$ cat src/design/smw_pkg.sv
// Shared types and constants for the SPI register writer.
package smw_pkg;

  localparam int unsigned DATA_BITS   = 8;
  localparam int unsigned CNT_W       = 16;
  localparam int unsigned BITCNT_W    = $clog2(DATA_BITS + 1);
  localparam int unsigned CFG_IDX_W   = 2;
  localparam int unsigned CFG_DATA_W  = 16;
  localparam int unsigned IN_TDATA_W  = 24;
  localparam int unsigned OUT_TDATA_W = 16;

  localparam logic [CNT_W-1:0]     HALF_PERIOD_RST   = 16'd128;
  localparam logic [DATA_BITS-1:0] WRITE_COMMAND_RST = 8'd32;
  localparam logic [DATA_BITS-1:0] REGISTER_MASK_RST = 8'd31;

  typedef enum logic [1:0] {
    REQ_TICK  = 2'd0,
    REQ_XCHG  = 2'd1,
    REQ_WRITE = 2'd2,
    REQ_RSVD  = 2'd3
  } req_e;

  typedef enum logic [CFG_IDX_W-1:0] {
    CFG_HALF_PERIOD   = 2'd0,
    CFG_WRITE_COMMAND = 2'd1,
    CFG_REGISTER_MASK = 2'd2,
    CFG_UNUSED        = 2'd3
  } cfg_idx_e;

  typedef enum logic [3:0] {
    PH_IDLE     = 4'b0001,
    PH_EXCHANGE = 4'b0010,
    PH_COMMAND  = 4'b0100,
    PH_DATA     = 4'b1000
  } phase_e;

  // Result of one tick: pin levels and status after the tick.
  typedef struct packed {
    logic                 rx_valid;
    logic [DATA_BITS-1:0] rx_byte;
    logic                 busy_res;
    logic                 ss_n;
    logic                 mosi;
    logic                 sck;
  } res_t;

endpackage

$ cat src/design/smw_core.sv
// Pin sequencer: configuration registers, divider, shifters and phase control.
module smw_core import smw_pkg::*; (
  input  logic                  clk_i,
  input  logic                  rst_ni,
  input  logic                  cfg_we_i,
  input  logic [CFG_IDX_W-1:0]  cfg_idx_i,
  input  logic [CFG_DATA_W-1:0] cfg_data_i,
  input  logic                  step_i,
  input  logic [1:0]            req_type_i,
  input  logic [DATA_BITS-1:0]  tx_byte_i,
  input  logic [DATA_BITS-1:0]  reg_addr_i,
  input  logic                  miso_i,
  output res_t                  res_o
);

  logic [CNT_W-1:0]     half_period_q;
  logic [DATA_BITS-1:0] write_command_q, register_mask_q;

  logic                 sck_q, sck_d;
  logic                 clk_en_q, clk_en_d;
  logic [CNT_W-1:0]     tick_q, tick_d;
  logic [BITCNT_W-1:0]  bits_left_q, bits_left_d;
  logic [DATA_BITS-1:0] out_shift_q, out_shift_d;
  logic [DATA_BITS-1:0] in_shift_q, in_shift_d;
  logic [DATA_BITS-1:0] held_q, held_d;
  phase_e               phase_q, phase_d;
  logic                 sel_q, sel_d;
  logic [DATA_BITS-1:0] rx_hold_q, rx_hold_d;
  logic                 done;
  logic                 start;
  logic [CNT_W-1:0]     tick_inc;
  req_e                 req;

  always_ff @(posedge clk_i or negedge rst_ni) begin
    if (!rst_ni) begin
      half_period_q   <= HALF_PERIOD_RST;
      write_command_q <= WRITE_COMMAND_RST;
      register_mask_q <= REGISTER_MASK_RST;
    end else if (cfg_we_i) begin
      unique case (cfg_idx_e'(cfg_idx_i))
        CFG_HALF_PERIOD:   half_period_q   <= cfg_data_i;
        CFG_WRITE_COMMAND: write_command_q <= cfg_data_i[DATA_BITS-1:0];
        CFG_REGISTER_MASK: register_mask_q <= cfg_data_i[DATA_BITS-1:0];
        default: ;
      endcase
    end
  end

  assign req      = req_e'(req_type_i);
  assign start    = (phase_q == PH_IDLE) && ((req == REQ_XCHG) || (req == REQ_WRITE));
  assign tick_inc = tick_q + CNT_W'(1);

  always_comb begin
    sck_d       = sck_q;
    clk_en_d    = clk_en_q;
    tick_d      = tick_q;
    bits_left_d = bits_left_q;
    out_shift_d = out_shift_q;
    in_shift_d  = in_shift_q;
    held_d      = held_q;
    phase_d     = phase_q;
    sel_d       = sel_q;
    rx_hold_d   = rx_hold_q;
    done        = 1'b0;

    if (start) begin
      sck_d       = 1'b0;
      tick_d      = '0;
      clk_en_d    = 1'b1;
      bits_left_d = BITCNT_W'(DATA_BITS);
      in_shift_d  = '0;
      if (req == REQ_XCHG) begin
        out_shift_d = tx_byte_i;
        phase_d     = PH_EXCHANGE;
      end else begin
        out_shift_d = write_command_q | (register_mask_q & reg_addr_i);
        held_d      = tx_byte_i;
        sel_d       = 1'b0;
        phase_d     = PH_COMMAND;
      end
    end else if (clk_en_q) begin
      tick_d = tick_inc;
      if (tick_inc >= half_period_q) begin
        tick_d = '0;
        if (!sck_q) begin
          // rising edge: sample MISO
          sck_d      = 1'b1;
          in_shift_d = {in_shift_q[DATA_BITS-2:0], miso_i};
          if (bits_left_q != '0) bits_left_d = bits_left_q - BITCNT_W'(1);
        end else begin
          // falling edge: advance MOSI, chain the data byte or finish
          sck_d = 1'b0;
          if (bits_left_q != '0) begin
            out_shift_d = {out_shift_q[DATA_BITS-2:0], 1'b0};
          end else if (phase_q == PH_COMMAND) begin
            out_shift_d = held_q;
            bits_left_d = BITCNT_W'(DATA_BITS);
            in_shift_d  = '0;
            phase_d     = PH_DATA;
          end else begin
            rx_hold_d = in_shift_q;
            if (phase_q == PH_DATA) sel_d = 1'b1;
            phase_d  = PH_IDLE;
            clk_en_d = 1'b0;
            done     = 1'b1;
          end
        end
      end
    end
  end

  always_ff @(posedge clk_i or negedge rst_ni) begin
    if (!rst_ni) begin
      sck_q       <= 1'b0;
      clk_en_q    <= 1'b0;
      tick_q      <= '0;
      bits_left_q <= '0;
      out_shift_q <= '0;
      in_shift_q  <= '0;
      held_q      <= '0;
      phase_q     <= PH_IDLE;
      sel_q       <= 1'b1;
      rx_hold_q   <= '0;
    end else if (step_i) begin
      sck_q       <= sck_d;
      clk_en_q    <= clk_en_d;
      tick_q      <= tick_d;
      bits_left_q <= bits_left_d;
      out_shift_q <= out_shift_d;
      in_shift_q  <= in_shift_d;
      held_q      <= held_d;
      phase_q     <= phase_d;
      sel_q       <= sel_d;
      rx_hold_q   <= rx_hold_d;
    end
  end

  always_comb begin
    res_o.sck      = sck_d;
    res_o.mosi     = out_shift_d[DATA_BITS-1];
    res_o.ss_n     = sel_d;
    res_o.busy_res = (phase_d != PH_IDLE);
    res_o.rx_byte  = rx_hold_d;
    res_o.rx_valid = done;
  end

endmodule

$ cat src/design/smw_out_buf.sv
// Two-entry result buffer: output register plus skid stage.
module smw_out_buf import smw_pkg::*; (
  input  logic clk_i,
  input  logic rst_ni,
  input  logic push_i,
  input  res_t data_i,
  output logic ready_o,
  output logic valid_o,
  input  logic pop_ready_i,
  output res_t data_o
);

  logic out_valid_q, skid_valid_q;
  res_t out_q, skid_q;
  logic pop;

  assign ready_o = !skid_valid_q;
  assign valid_o = out_valid_q;
  assign data_o  = out_q;
  assign pop     = out_valid_q && pop_ready_i;

  always_ff @(posedge clk_i or negedge rst_ni) begin
    if (!rst_ni) begin
      out_valid_q  <= 1'b0;
      skid_valid_q <= 1'b0;
    end else if (out_valid_q && !pop) begin
      // output stalled: park a new request in the skid stage
      if (push_i) skid_valid_q <= 1'b1;
    end else if (skid_valid_q) begin
      out_valid_q  <= 1'b1;
      skid_valid_q <= 1'b0;
    end else begin
      out_valid_q <= push_i;
    end
  end

  always_ff @(posedge clk_i) begin
    if (out_valid_q && !pop) begin
      if (push_i) skid_q <= data_i;
    end else if (skid_valid_q) begin
      out_q <= skid_q;
    end else if (push_i) begin
      out_q <= data_i;
    end
  end

endmodule

$ cat src/design/spi_master_register_writer.sv
// Top level of the mode 0, MSB-first SPI master with register-write sequencing.
// Each request is one tick of the serial clock divider and pin sequencer. One request
// is taken every cycle while ready is high; its result (pin levels and status after
// that tick) is registered in the result buffer before the master side sees it. The
// two-entry buffer parks a result in its skid stage when the output stalls; slave-side
// ready drops only while both entries are full. Configuration writes are always taken.
module spi_master_register_writer import smw_pkg::*; (
  input  logic                   clk_i,
  input  logic                   rst_ni,
  input  logic                   s_axis_tvalid,
  output logic                   s_axis_tready,
  input  logic [IN_TDATA_W-1:0]  s_axis_tdata,   // tx_byte[7:0], reg_addr[15:8], miso[16]
  input  logic [1:0]             s_axis_tuser,   // req_type[1:0]
  output logic                   m_axis_tvalid,
  input  logic                   m_axis_tready,
  output logic [OUT_TDATA_W-1:0] m_axis_tdata,   // sck, mosi, ss_n, busy_res,
                                                 // rx_byte[11:4], rx_valid[12]
  input  logic                   cfg_valid_i,
  output logic                   cfg_ready_o,
  input  logic [CFG_IDX_W-1:0]   cfg_index_i,
  input  logic [CFG_DATA_W-1:0]  cfg_data_i
);

  logic step;
  res_t res, res_out;

  assign cfg_ready_o = 1'b1;
  assign step        = s_axis_tvalid && s_axis_tready;

  smw_core u_core (
    .clk_i      (clk_i),
    .rst_ni     (rst_ni),
    .cfg_we_i   (cfg_valid_i),
    .cfg_idx_i  (cfg_index_i),
    .cfg_data_i (cfg_data_i),
    .step_i     (step),
    .req_type_i (s_axis_tuser),
    .tx_byte_i  (s_axis_tdata[7:0]),
    .reg_addr_i (s_axis_tdata[15:8]),
    .miso_i     (s_axis_tdata[16]),
    .res_o      (res)
  );

  smw_out_buf u_out_buf (
    .clk_i       (clk_i),
    .rst_ni      (rst_ni),
    .push_i      (step),
    .data_i      (res),
    .ready_o     (s_axis_tready),
    .valid_o     (m_axis_tvalid),
    .pop_ready_i (m_axis_tready),
    .data_o      (res_out)
  );

  assign m_axis_tdata = {3'b000, res_out.rx_valid, res_out.rx_byte, res_out.busy_res,
                         res_out.ss_n, res_out.mosi, res_out.sck};

endmodule

$ cat config.mk
export PLATFORM = sky130hd
export DESIGN_NAME = spi_master_register_writer
export DESIGN_NICKNAME = d
export VERILOG_FILES = /design/src/design/smw_pkg.sv /design/src/design/smw_core.sv /design/src/design/smw_out_buf.sv /design/src/design/spi_master_register_writer.sv
export SDC_FILE = /design/constraint.sdc
export NUM_CORES = 1
export LEC_CHECK = 0
export ABC_AREA = 1
export BUFFER_PORTS_ARGS = -buffer_cell sky130_fd_sc_hd__buf_2
export CELL_PAD_IN_SITES_DETAIL_PLACEMENT = 1
export CELL_PAD_IN_SITES_GLOBAL_PLACEMENT = 1
export CORE_ASPECT_RATIO = 1.75
export CORE_MARGIN = 3
export CORE_UTILIZATION = 48
export DETAILED_ROUTE_END_ITERATION = 16
export MAX_ROUTING_LAYER = met4
export PLACE_DENSITY = 0.84
export SYNTH_ARGS = -nofsm -noshare
export SYNTH_HDL_FRONTEND = slang
export SYNTH_HIERARCHICAL = 1
export SYNTH_SLANG_ARGS = --single-unit
$ cat constraint.sdc
create_clock -name clk_i -period 4.8 [get_ports clk_i]
set_clock_uncertainty 0.15 [all_clocks]
set_input_delay 0 -clock clk_i [delete_from_list [all_inputs] [get_ports clk_i]]
set_output_delay 0 -clock clk_i [all_outputs]
set_load 0.02 [all_outputs]
# [Yosys cells after proc, flatten, opt, wreduce, memory -nomap -nowiden]
# Index checks and enable logic that the tools add are counted.
[totals] elab_cells=136 regBits=119 ram_bits=0 out_inout_bits=19 n_memories=0 mem_bits_ro=0 latch_bits=0 input_bits=49
[op_classes] n_addsub=2 n_mux=65 shifts=0 n_eq_ne=11 n_reduce_logical=25 order_cmp=1 multipliers=0 n_bitwise=4 n_div=0
[op_table] operator="2-to-1 mux 8 bit" n=19
[op_table] operator="2-to-1 mux 4 bit" n=13
[op_table] operator="2-to-1 mux 16 bit" n=3
[op_table] operator="2-to-1 mux 1 bit" n=27
[op_table] operator="2-to-1 mux 13 bit" n=2
[op_table] operator="adder 16 x 1 -> 16 bit, second input constant" n=1
[op_table] operator="greater-or-equal comparator 16 bit" n=1
[op_table] operator="AND reduction 2 bit" n=6
[op_table] operator="AND reduction 5 bit" n=2
[op_table] operator="AND 8 bit" n=1
[op_table] operator="bitwise OR 8 bit" n=1
[op_table] operator="nonzero test 2 bit" n=4
[op_table] operator="!= test 3 bit, second input constant" n=2
[op_table] operator="AND reduction 6 bit" n=1
[op_table] operator="nonzero test 3 bit" n=2
[op_table] operator="equality test 2 x 1 -> 1 bit, second input constant" n=2
[op_table] operator="equality test 2 bit, second input constant" n=2
[op_table] operator="equality test 4 x 1 -> 1 bit, second input constant" n=1
[op_table] operator="equality test 4 x 3 -> 1 bit, second input constant" n=1
[op_table] operator="equality test 4 bit, second input constant" n=1
[op_table] operator="logical AND 1 bit" n=4
[op_table] operator="!= test 4 x 1 -> 1 bit, second input constant" n=1
[op_table] operator="nonzero test 4 bit" n=1
[op_table] operator="subtractor 4 x 1 -> 4 bit, second input constant" n=1
[op_table] operator="7 further kinds" n=9

# [Depth between registers and ports, before layout]
# Gate-level depths: netlist of run 1.
[logic_depth] word_depth=10 depth_mapped=24 mapped_depth_nobuf=23

# [By module]
# Netlist of run 1, hierarchy kept.
[modules_own_cells] mod="smw_core" cells_per_inst=654 seq_area_each_um2=2288.4 instances=1 area_per_inst_um2=5267.6
[modules_own_cells] mod="smw_out_buf" cells_per_inst=80 seq_area_each_um2=830.8 instances=1 area_per_inst_um2=1037.2
[modules_own_cells] mod="spi_master_register_writer" cells_per_inst=8 seq_area_each_um2=0.0 instances=1 area_per_inst_um2=45.0

# [Least setup slack after synthesis of run 1]
# Ideal clock, no wire load.
[synth_path] path_type="flip-flop to flip-flop" from="register u_core.tick_q[0]" to="register u_out_buf.out_q (netlist bit u_out_buf/data_o[11]) (data pin)" t_required_ns=4.398 slack_ns=1.630 synth_period_minus_slack_ns=3.170 stages_incl_launch_ff=18 arrival_ns=2.767 n_path_buf=1 setup_ns=0.252 path_cell_list="dfrtp_1 > ha_1 > nand3_1 > nor3_2 > nand2_1 > nor3_1 > nand2_1 > xor2_1 > ha_1 > nand2_1 > nor3_1 > nand2_1 > nand2_2 > nand4_2 > buf_6 > o21a_1 > nand2_1 > nand2_1"
[synth_rtl] element="start, declared" line_no="smw_core.sv:21" text="logic [CNT_W-1:0] tick_q, tick_d;"
[synth_rtl] element="start signal, assigned" line_no="smw_core.sv:127" text="tick_q <= tick_d;"
[synth_rtl] element="end signal, assigned" line_no="smw_out_buf.sv:41" text="out_q <= skid_q;"
[synth_rtl] element="end signal, assigned" line_no="smw_out_buf.sv:43" text="out_q <= data_i;"
[synth_rtl] element="end, declared" line_no="smw_out_buf.sv:14" text="res_t out_q, skid_q;"

==> results of run 1 <==
## cells by family after synthesis
group | after synthesis | share of synthesized area [%]
and+or+nand+nor | 314 | 22.3
buffers and inverters | 141 | 9.83
AOI/OAI and AO/OA | 131 | 12.5
DFF | 119 | 49.1
adders and majority gates | 20 | 3.94
xor gates and xnor gates | 13 | 1.79
other | 2 | 0.118
muxes | 2 | 0.355
## layout by cell type, fill, tap and decap left out, types with 9 or more instances in the layout
| cell type | count |
|---|---|
| nor3_1 | 9 |
| ha_1 | 20 |
| nand3_1 | 30 |
| o21ai_2 | 9 |
| inv_2 | 9 |
| a21oi_1 | 25 |
| clkbuf_16 | 17 |
| nor2_1 | 45 |
| o21ai_1 | 19 |
| dfstp_2 | 9 |
| buf_2 | 55 |
| dlygate4sd3_1 | 33 |
| dfrtp_1 | 84 |
| xor2_1 | 13 |
| o22ai_2 | 9 |
| o21ai_0 | 54 |
| nand2_1 | 195 |
| inv_1 | 103 |
| edfxtp_1 | 26 |
## cell type report
type                    count  area, sq um
flip-flops and latches    119         3120
clock buffers              17          425
multi-input cells         484         2610
inverters                 114          428
well taps                 171          214
repair buffers             91          628
clock inverters            15          153
fillers                  1588         5360
## flip-flops by register name (all words and copies together) (netlist names), 8 cells and up
| name | flops |
|---|---|
| u_core/half_period_q | 16 |
| u_core/held_q | 8 |
| u_core/in_shift_q | 8 |
| u_core/out_shift_q | 8 |
| u_core/register_mask_q | 8 |
| u_core/rx_hold_q | 8 |
| u_core/tick_q | 16 |
| u_core/write_command_q | 8 |
| u_out_buf/data_o | 13 |
| u_out_buf/skid_q | 13 |
## worst max-delay path: cells and delay by family, from the launching register on
family	cells	cell delay, ps
simple gates	13	2380
fa+ha+maj	2	550
flops	1	520
xor+xnor	1	260
buf+inv	1	80
## through the flow
| stage | util [%] | instances |
|---|---|---|
| after floorplan | - | 744 |
| after CTS | 58.6 | 1011 |
| final | 58.6 | 1011 |
| after global routing | 58.6 | 1011 |
| after global placement | 51.6 | 946 |
| after detailed placement | 51.6 | 946 |
## repair_timing
item,in CTS,in global routing
hold endpoints to repair,74,0
hold buffers,33,0
setup buffers,0,0
resized for setup,0,0
## metal layers
metal  share of wire, %  global-route usage, %  up-vias
li1                   -                      -     2540
met1                 36                   25.9     2686
met2                 57                   50.4      130
met3                2.7                   4.99       52
met4                4.2                   13.8        0
met5                  0                      -        -
## path summary, 6_finish.rpt
| kind | endpoint | slack, ps | cells after the start |
|---|---|---|---|
| setup / recovery | u_out_buf/data_o[3]$_DFFE_PP_ | 580 | 17 |
| hold / removal | u_core/out_shift_q[4]$_DFFE_PN0P_ | 30 | 7 |
| setup reg to reg | u_out_buf/data_o[3]$_DFFE_PP_ | 580 | 17 |
| hold reg to reg | u_core/half_period_q[3]$_DFFE_PN0P_ | 330 | 2 |
| max in group asynchronous | u_core/write_command_q[6]$_DFFE_PN0P_ | 2610 | 4 |
| min in group asynchronous | u_core/register_mask_q[4]$_DFFE_PN1P_ | 510 | 3 |
## power by group
| group | switching, uW | internal (uW) | leakage, uW | total (uW) |
|---|---|---|---|---|
| combinational | 655 | 348 | 0.00204 | 1000 |
| clock | 490 | 765 | 0.000274 | 1250 |
| sequential | 145 | 1280 | 0.00136 | 1430 |
| total | 1290 | 2400 | 0.00368 | 3690 |
==> summary.txt, run 1 <==
Clocking
  – Clock sink count: 119
  – Clock Latency Late Sink: 420 ps
  – H-tree depth: 4
  – Clock Tree Buf Depth: 2
  – Worst-path clk slew: 60 ps
  – CTS tree: yes
  – Root buffer cell: clkbuf_16
  – Inserted Clock Buffers: 17

Critical path
  – Critical-path cell list: ha_1 -> nand3_1 -> nor3_2 -> nand2_1 -> nor3_1 -> xor2_1 -> inv_1 -> ha_1 -> nand4_1 -> nor3_1 -> nand2_1 -> nand2_2 -> nand4_2 -> nand2_1 -> nand3_1 -> nand2_1 -> nand2_1
  – Crit Path Max Fanout: 14
  – Max incr delay on CP: 520 ps
  – Most used cell, CP: nand2_1
  – CP startpoint: u_core/tick_q[0]$_DFFE_PN0P_
  – CP Capture Type: flip-flop
  – Startpoint types: flip-flop
  – Critical path's slowest cell: dfrtp_1
  – Worst setup path class: flip-flop to flip-flop
  – CP required: 4820 ps
  – R2R Path Start: u_core/tick_q[0]$_DFFE_PN0P_
  – Worst Path Arrival: 4230 ps

STA
  – PnR worst setup slack: 583 ps
  – FMAX: 237 MHz
  – Tightest hold margin: 28.4 ps
  – Unrepaired setup endpoints after global routing: no
  – Post-layout minimum cycle time: 4220 ps
  – Worst-margin pin slew: 1120 ps
  – Rel. slew slack: 25.3%
  – Max Slew Vio Count: 0
  – Fin. Hold Viols: 0
  – Period utilisation layout: 87.9%
  – # setup viols final: 0
  – Setup TNS: 0 ps

Routing
  – Routed len/inst: 18.0 microns
  – DRC viols: 0
  – Detailed Route Iter0 Violations: 186
  – Post-route ant nets: 0
  – Drt via density: 5.35
  – Via count: 5,408
  – First-pass DRT Iterations: 4
  – Drt total wl: 18,200 microns

Cells and area
  – Layout area overhead: 19.4%
  – Antenna cells: 0
  – Nets@finish: 896
  – Design area: 7580 sq um
  – Share of layout cells above drive strength 1: 17.9%

Placed design
  – Final HPWL DP: 11,800 microns
  – Gpl congestion: 0.844
  – Pre-CTS setup slack: 752 ps
  – PortBufs: 56
  – Dpl cell area: 6670 sq um

Global route
  – Largest net degree at the start of global routing: 71
  – GRT Resource Usage Total: 27.0%
  – Initial antenna violation count: 0
  – Grt total ovfl: 0
  – Global-route wire length before repair: 29,600 microns
  – Vias in the first global route: 6,052

Yosys
  – Number of synthesized flops with an enable pin: 26
  – Most numerous cell in the Yosys netlist: nand2_1
  – Most used DFF post-synth: dfrtp_1
  – Yosys warnings: 6
  – Distinct cell type count after synthesis: 43
  – Post-synthesis async set-or-reset flop share: 78.2%
  – Top cells by area, synth: dfrtp_1 33%, edfxtp_1 12%, nand2_1 12%
  – Post-Syn Instances: 742
  – Sequential-to-total area share from yosys stat: 49.1%
  – Avg Synthesized Cell Area: 8.56 sq um
  – Synth area leader: dfrtp_1
  – Yosys top cell area share: 33.1%
  – Netlist Area Pre-Place: 6350 sq um
  – Post-synth top cells: 195 x nand2_1, 103 x inv_1, 84 x dfrtp_1, 54 x o21ai_0, 45 x nor2_1
  – FF+latch count, synth: 119

Power
  – LEAKAGE: 0.00368 uW
  – Total power: 3690 uW
  – Peak supply drop: 0.283 mV
  – PD cells: 486 nW/um^2

Floorplanning
  – Core box area: 12,900 sq um
  – Die area: 14,700 sq um
  – Site row count: 55
  – Initial Util: 49.1%
  – Die Y: 158 microns
  – # IOs: 68
  – Die W: 92.9 microns

Flow run
  – MaxCap Viol Count: 0

Worst hold path
  – Hold crit path type: primary input to flip-flop
  – Hold_sp: s_axis_tdata[12]

Run status
  – Status: finished clean
Power figures use the tool's default switching activity.
==> run 2, diff against run 1 <==
--- a/config.mk
+++ b/config.mk
@@ -15,6 +15,7 @@
 export DETAILED_ROUTE_END_ITERATION = 16
 export MAX_ROUTING_LAYER = met4
 export PLACE_DENSITY = 0.84
+export SKIP_LAST_GASP = 1
 export SYNTH_ARGS = -nofsm -noshare
 export SYNTH_HDL_FRONTEND = slang
 export SYNTH_HIERARCHICAL = 1
==> constraint.sdc (replaced) <==
create_clock -name clk_i -period 4.8 [get_ports clk_i]
set_clock_uncertainty 0.15 [all_clocks]
set_input_delay 1.44 -clock clk_i [delete_from_list [all_inputs] [get_ports clk_i]]
set_output_delay 1.44 -clock clk_i [all_outputs]
set_load 0.02 [all_outputs]
==> run 2 against run 1 <==
  * First-iteration DRC count decreased by 15%
  * Final area is 4.5% lower
  * Flip-flop and latch count unchanged
  * Power decreased by 2.4%
==> summary.txt, run 2 (same netlist as run 1, synthesis figures left out) <==
Critical path
  – CP required: 4820 ps (about the same)
  – Crit Path Max Fanout: 14 (unchanged)
  – R2r endpoint: u_out_buf/data_o[6]$_DFFE_PP_
  – Critical-path cell list: ha_1 -> nand3_1 -> nor3_2 -> nand2_1 -> nor3_1 -> nand2_1 -> xor2_1 -> ha_1 -> nand2_1 -> nor3_1 -> nand2_1 -> nand2_2 -> nand4_2 -> o21a_1 -> nand2_1 -> nand2_1
  – CP startpoint: u_core/tick_q[0]$_DFFE_PN0P_
  – R2r setup slk: 690 ps (+110 ps)
  – Startpoint types: flip-flop
  – Max incr delay on CP: 490 ps (-30 ps)
  – Worst setup path class: flip-flop to flip-flop
  – Critical path's slowest cell: dfrtp_1
  – Worst Path Arrival: 4130 ps (-100 ps)
  – CP Capture Type: flip-flop
  – Register-to-Register Path Depth: 16 (-1)
  – Most used cell, CP: nand2_1
  – R2R Path Start: u_core/tick_q[0]$_DFFE_PN0P_

Clocking
  – Clock Tree Buf Depth: 2 (unchanged)
  – CTS tree: yes
  – Clock sink count: 119 (unchanged)
  – Hold buffers post-CTS: 0 (-100%)
  – Clock Latency Late Sink: 420 ps (about the same)
  – Inserted Clock Buffers: 17 (unchanged)
  – Root buffer cell: clkbuf_16
  – Post-CTS Setup Bufs: 0 (unchanged)
  – Worst-path clk slew: 60 ps (about the same)
  – Resized Gates After CTS: 0 (unchanged)
  – H-tree depth: 4 (unchanged)

Flow run
  – MaxCap Viol Count: 0 (unchanged)

Power
  – LEAKAGE: 0.00354 uW (-3.7%)
  – Total power: 3600 uW (-2.4%)
  – PD cells: 497 nW/um^2 (+2.3%)
  – Peak supply drop: 0.284 mV (+0.36%)

Floorplanning
  – Die W: 92.9 microns (unchanged)
  – Initial Util: 49.1% (unchanged)
  – Die Y: 158 microns (unchanged)
  – Site row count: 55 (unchanged)
  – Die area: 14,700 sq um (unchanged)
  – Core box area: 12,900 sq um (unchanged)
  – # IOs: 68 (unchanged)

Placed design
  – Pre-CTS setup slack: 776 ps (+24.0 ps)
  – PortBufs: 56 (unchanged)
  – Gpl congestion: 0.828 (-1.9%)
  – Final HPWL DP: 11,900 microns (+0.38%)

Cells and area
  – Commonest non-fill, non-tap cells in the layout: 195 x nand2_1, 103 x inv_1, 84 x dfrtp_1, 55 x buf_2, 54 x o21ai_0
  – Most common cell after layout, fill and taps aside: nand2_1
  – Share of layout cells above drive strength 1: 18.6% (+0.73 points)
  – Layout area overhead: 14.0%
  – Nets@finish: 863 (-3.7%)
  – Antenna cells: 0 (unchanged)
  – Top Registers: u_core/half_period_q x16, u_core/tick_q x16
  – Filler Cells Inserted: 1,607 (+1.2%)

STA
  – FMAX: 243 MHz (+2.6%)
  – Rel. slew slack: 23.7% (-1.6 points)
  – Tightest hold margin: 325 ps (+296 ps)
  – Post-layout minimum cycle time: 4110 ps (-108 ps)
  – Fin. Hold Viols: 0 (unchanged)
  – Setup TNS: 0 ps (unchanged)
  – Period utilisation layout: 85.6% (-2.3 points)
  – Worst-margin pin slew: 1140 ps (+23.8 ps)
  – PnR worst setup slack: 691 ps (+108 ps)
  – Max Slew Vio Count: 0 (unchanged)
  – Unrepaired setup endpoints after global routing: no
  – # setup viols final: 0 (unchanged)

Global route
  – Grt total ovfl: 0 (unchanged)
  – Vias in the first global route: 5,881 (-2.8%)
  – Largest net degree at the start of global routing: 77 (+8.5%)
  – Global-route wire length before repair: 27,900 microns (-5.9%)
  – GRT Resource Usage Total: 25.2% (-1.7 points)
  – Initial antenna violation count: 0 (unchanged)

Routing
  – Drt via density: 5.34 (-0.22%)
  – Routed len/inst: 17.2 microns (-4.3%)
  – First-pass DRT Iterations: 4 (unchanged)
  – Post-route ant nets: 0 (unchanged)
  – DRC viols: 0 (unchanged)
  – Drt total wl: 16,800 microns (-7.4%)
  – Detailed Route Iter0 Violations: 159 (-15%)
  – Via count: 5,220 (-3.5%)

Worst hold path
  – Hold crit path type: flip-flop to flip-flop
  – Hold_sp: u_core/rx_hold_q[6]$_DFFE_PN0P_
  – Hold Crit Depth: 2 (-5)
  – Hold path endpoint: u_core/rx_hold_q[6]$_DFFE_PN0P_

Run status
  – Status: finished clean
## run 2: cell count changes in the layout (fill, tap and decap cells not counted), sizes merged
cell | previous run | this run
clkinv | 7 | 10
bufinv | 2 | 1
dlygate4sd3 | 33 | 0
clkbuf | 17 | 18
inv | 116 | 115
clkinvlp | 4 | 2
## run 2: worst max-delay path: cells and delay by family, from the launching register on
kind	cells	cell delay [ps]
DFF	1	490
AOI/OAI and AO/OA	1	380
xor gates and xnor gates	1	190
and+or+nand+nor	12	2090
adders and majority gates	2	570
## run 2: worst max-delay path by stage
stage	end	slack (ps)	depth (start not counted)
after global placement	u_out_buf/data_o[6]$_DFFE_PP_	880	16
after floorplan	u_out_buf/data_o[1]$_DFFE_PP_	1540	14
after global routing	u_out_buf/data_o[6]$_DFFE_PP_	340	16
after CTS	u_out_buf/data_o[6]$_DFFE_PP_	690	16
final	u_out_buf/data_o[6]$_DFFE_PP_	690	16
after detailed placement	u_out_buf/data_o[6]$_DFFE_PP_	780	16
## run 2: where the power goes
group          internal, uW  total (uW)  switching [uW]
sequential             1280        1420             138
clock                   727        1210             486
combinational           330         963             634
## run 2: layout make-up
cell class	count	area [sq um]	share of cell area, %
Inverter	114	428	5.91
Clock buffer	18	439	6.07
Clock inverter	14	125	1.73
Timing Repair Buffer	58	298	4.11
Tap cell	171	214	2.96
Multi-Input combinational cell	484	2610	36.1
Sequential cell	119	3120	43.1
## run 2: metrics by stage
stage | instance area (sq um) | std cells | utilization (%)
after floorplan | 6360 | 744 | -
after global placement | 6670 | 946 | 51.6
after detailed placement | 6670 | 946 | 51.6
after CTS | 7240 | 978 | 55.9
after global routing | 7240 | 978 | 55.9
final | 7240 | 978 | 55.9
## run 2: layer usage
metal	wire (microns)	track usage, %	share of wire [%]
met1	5980	23.6	36
met5	0	-	0
met2	9580	47.1	57
met3	521	6.04	3.1
met4	743	12.6	4.4
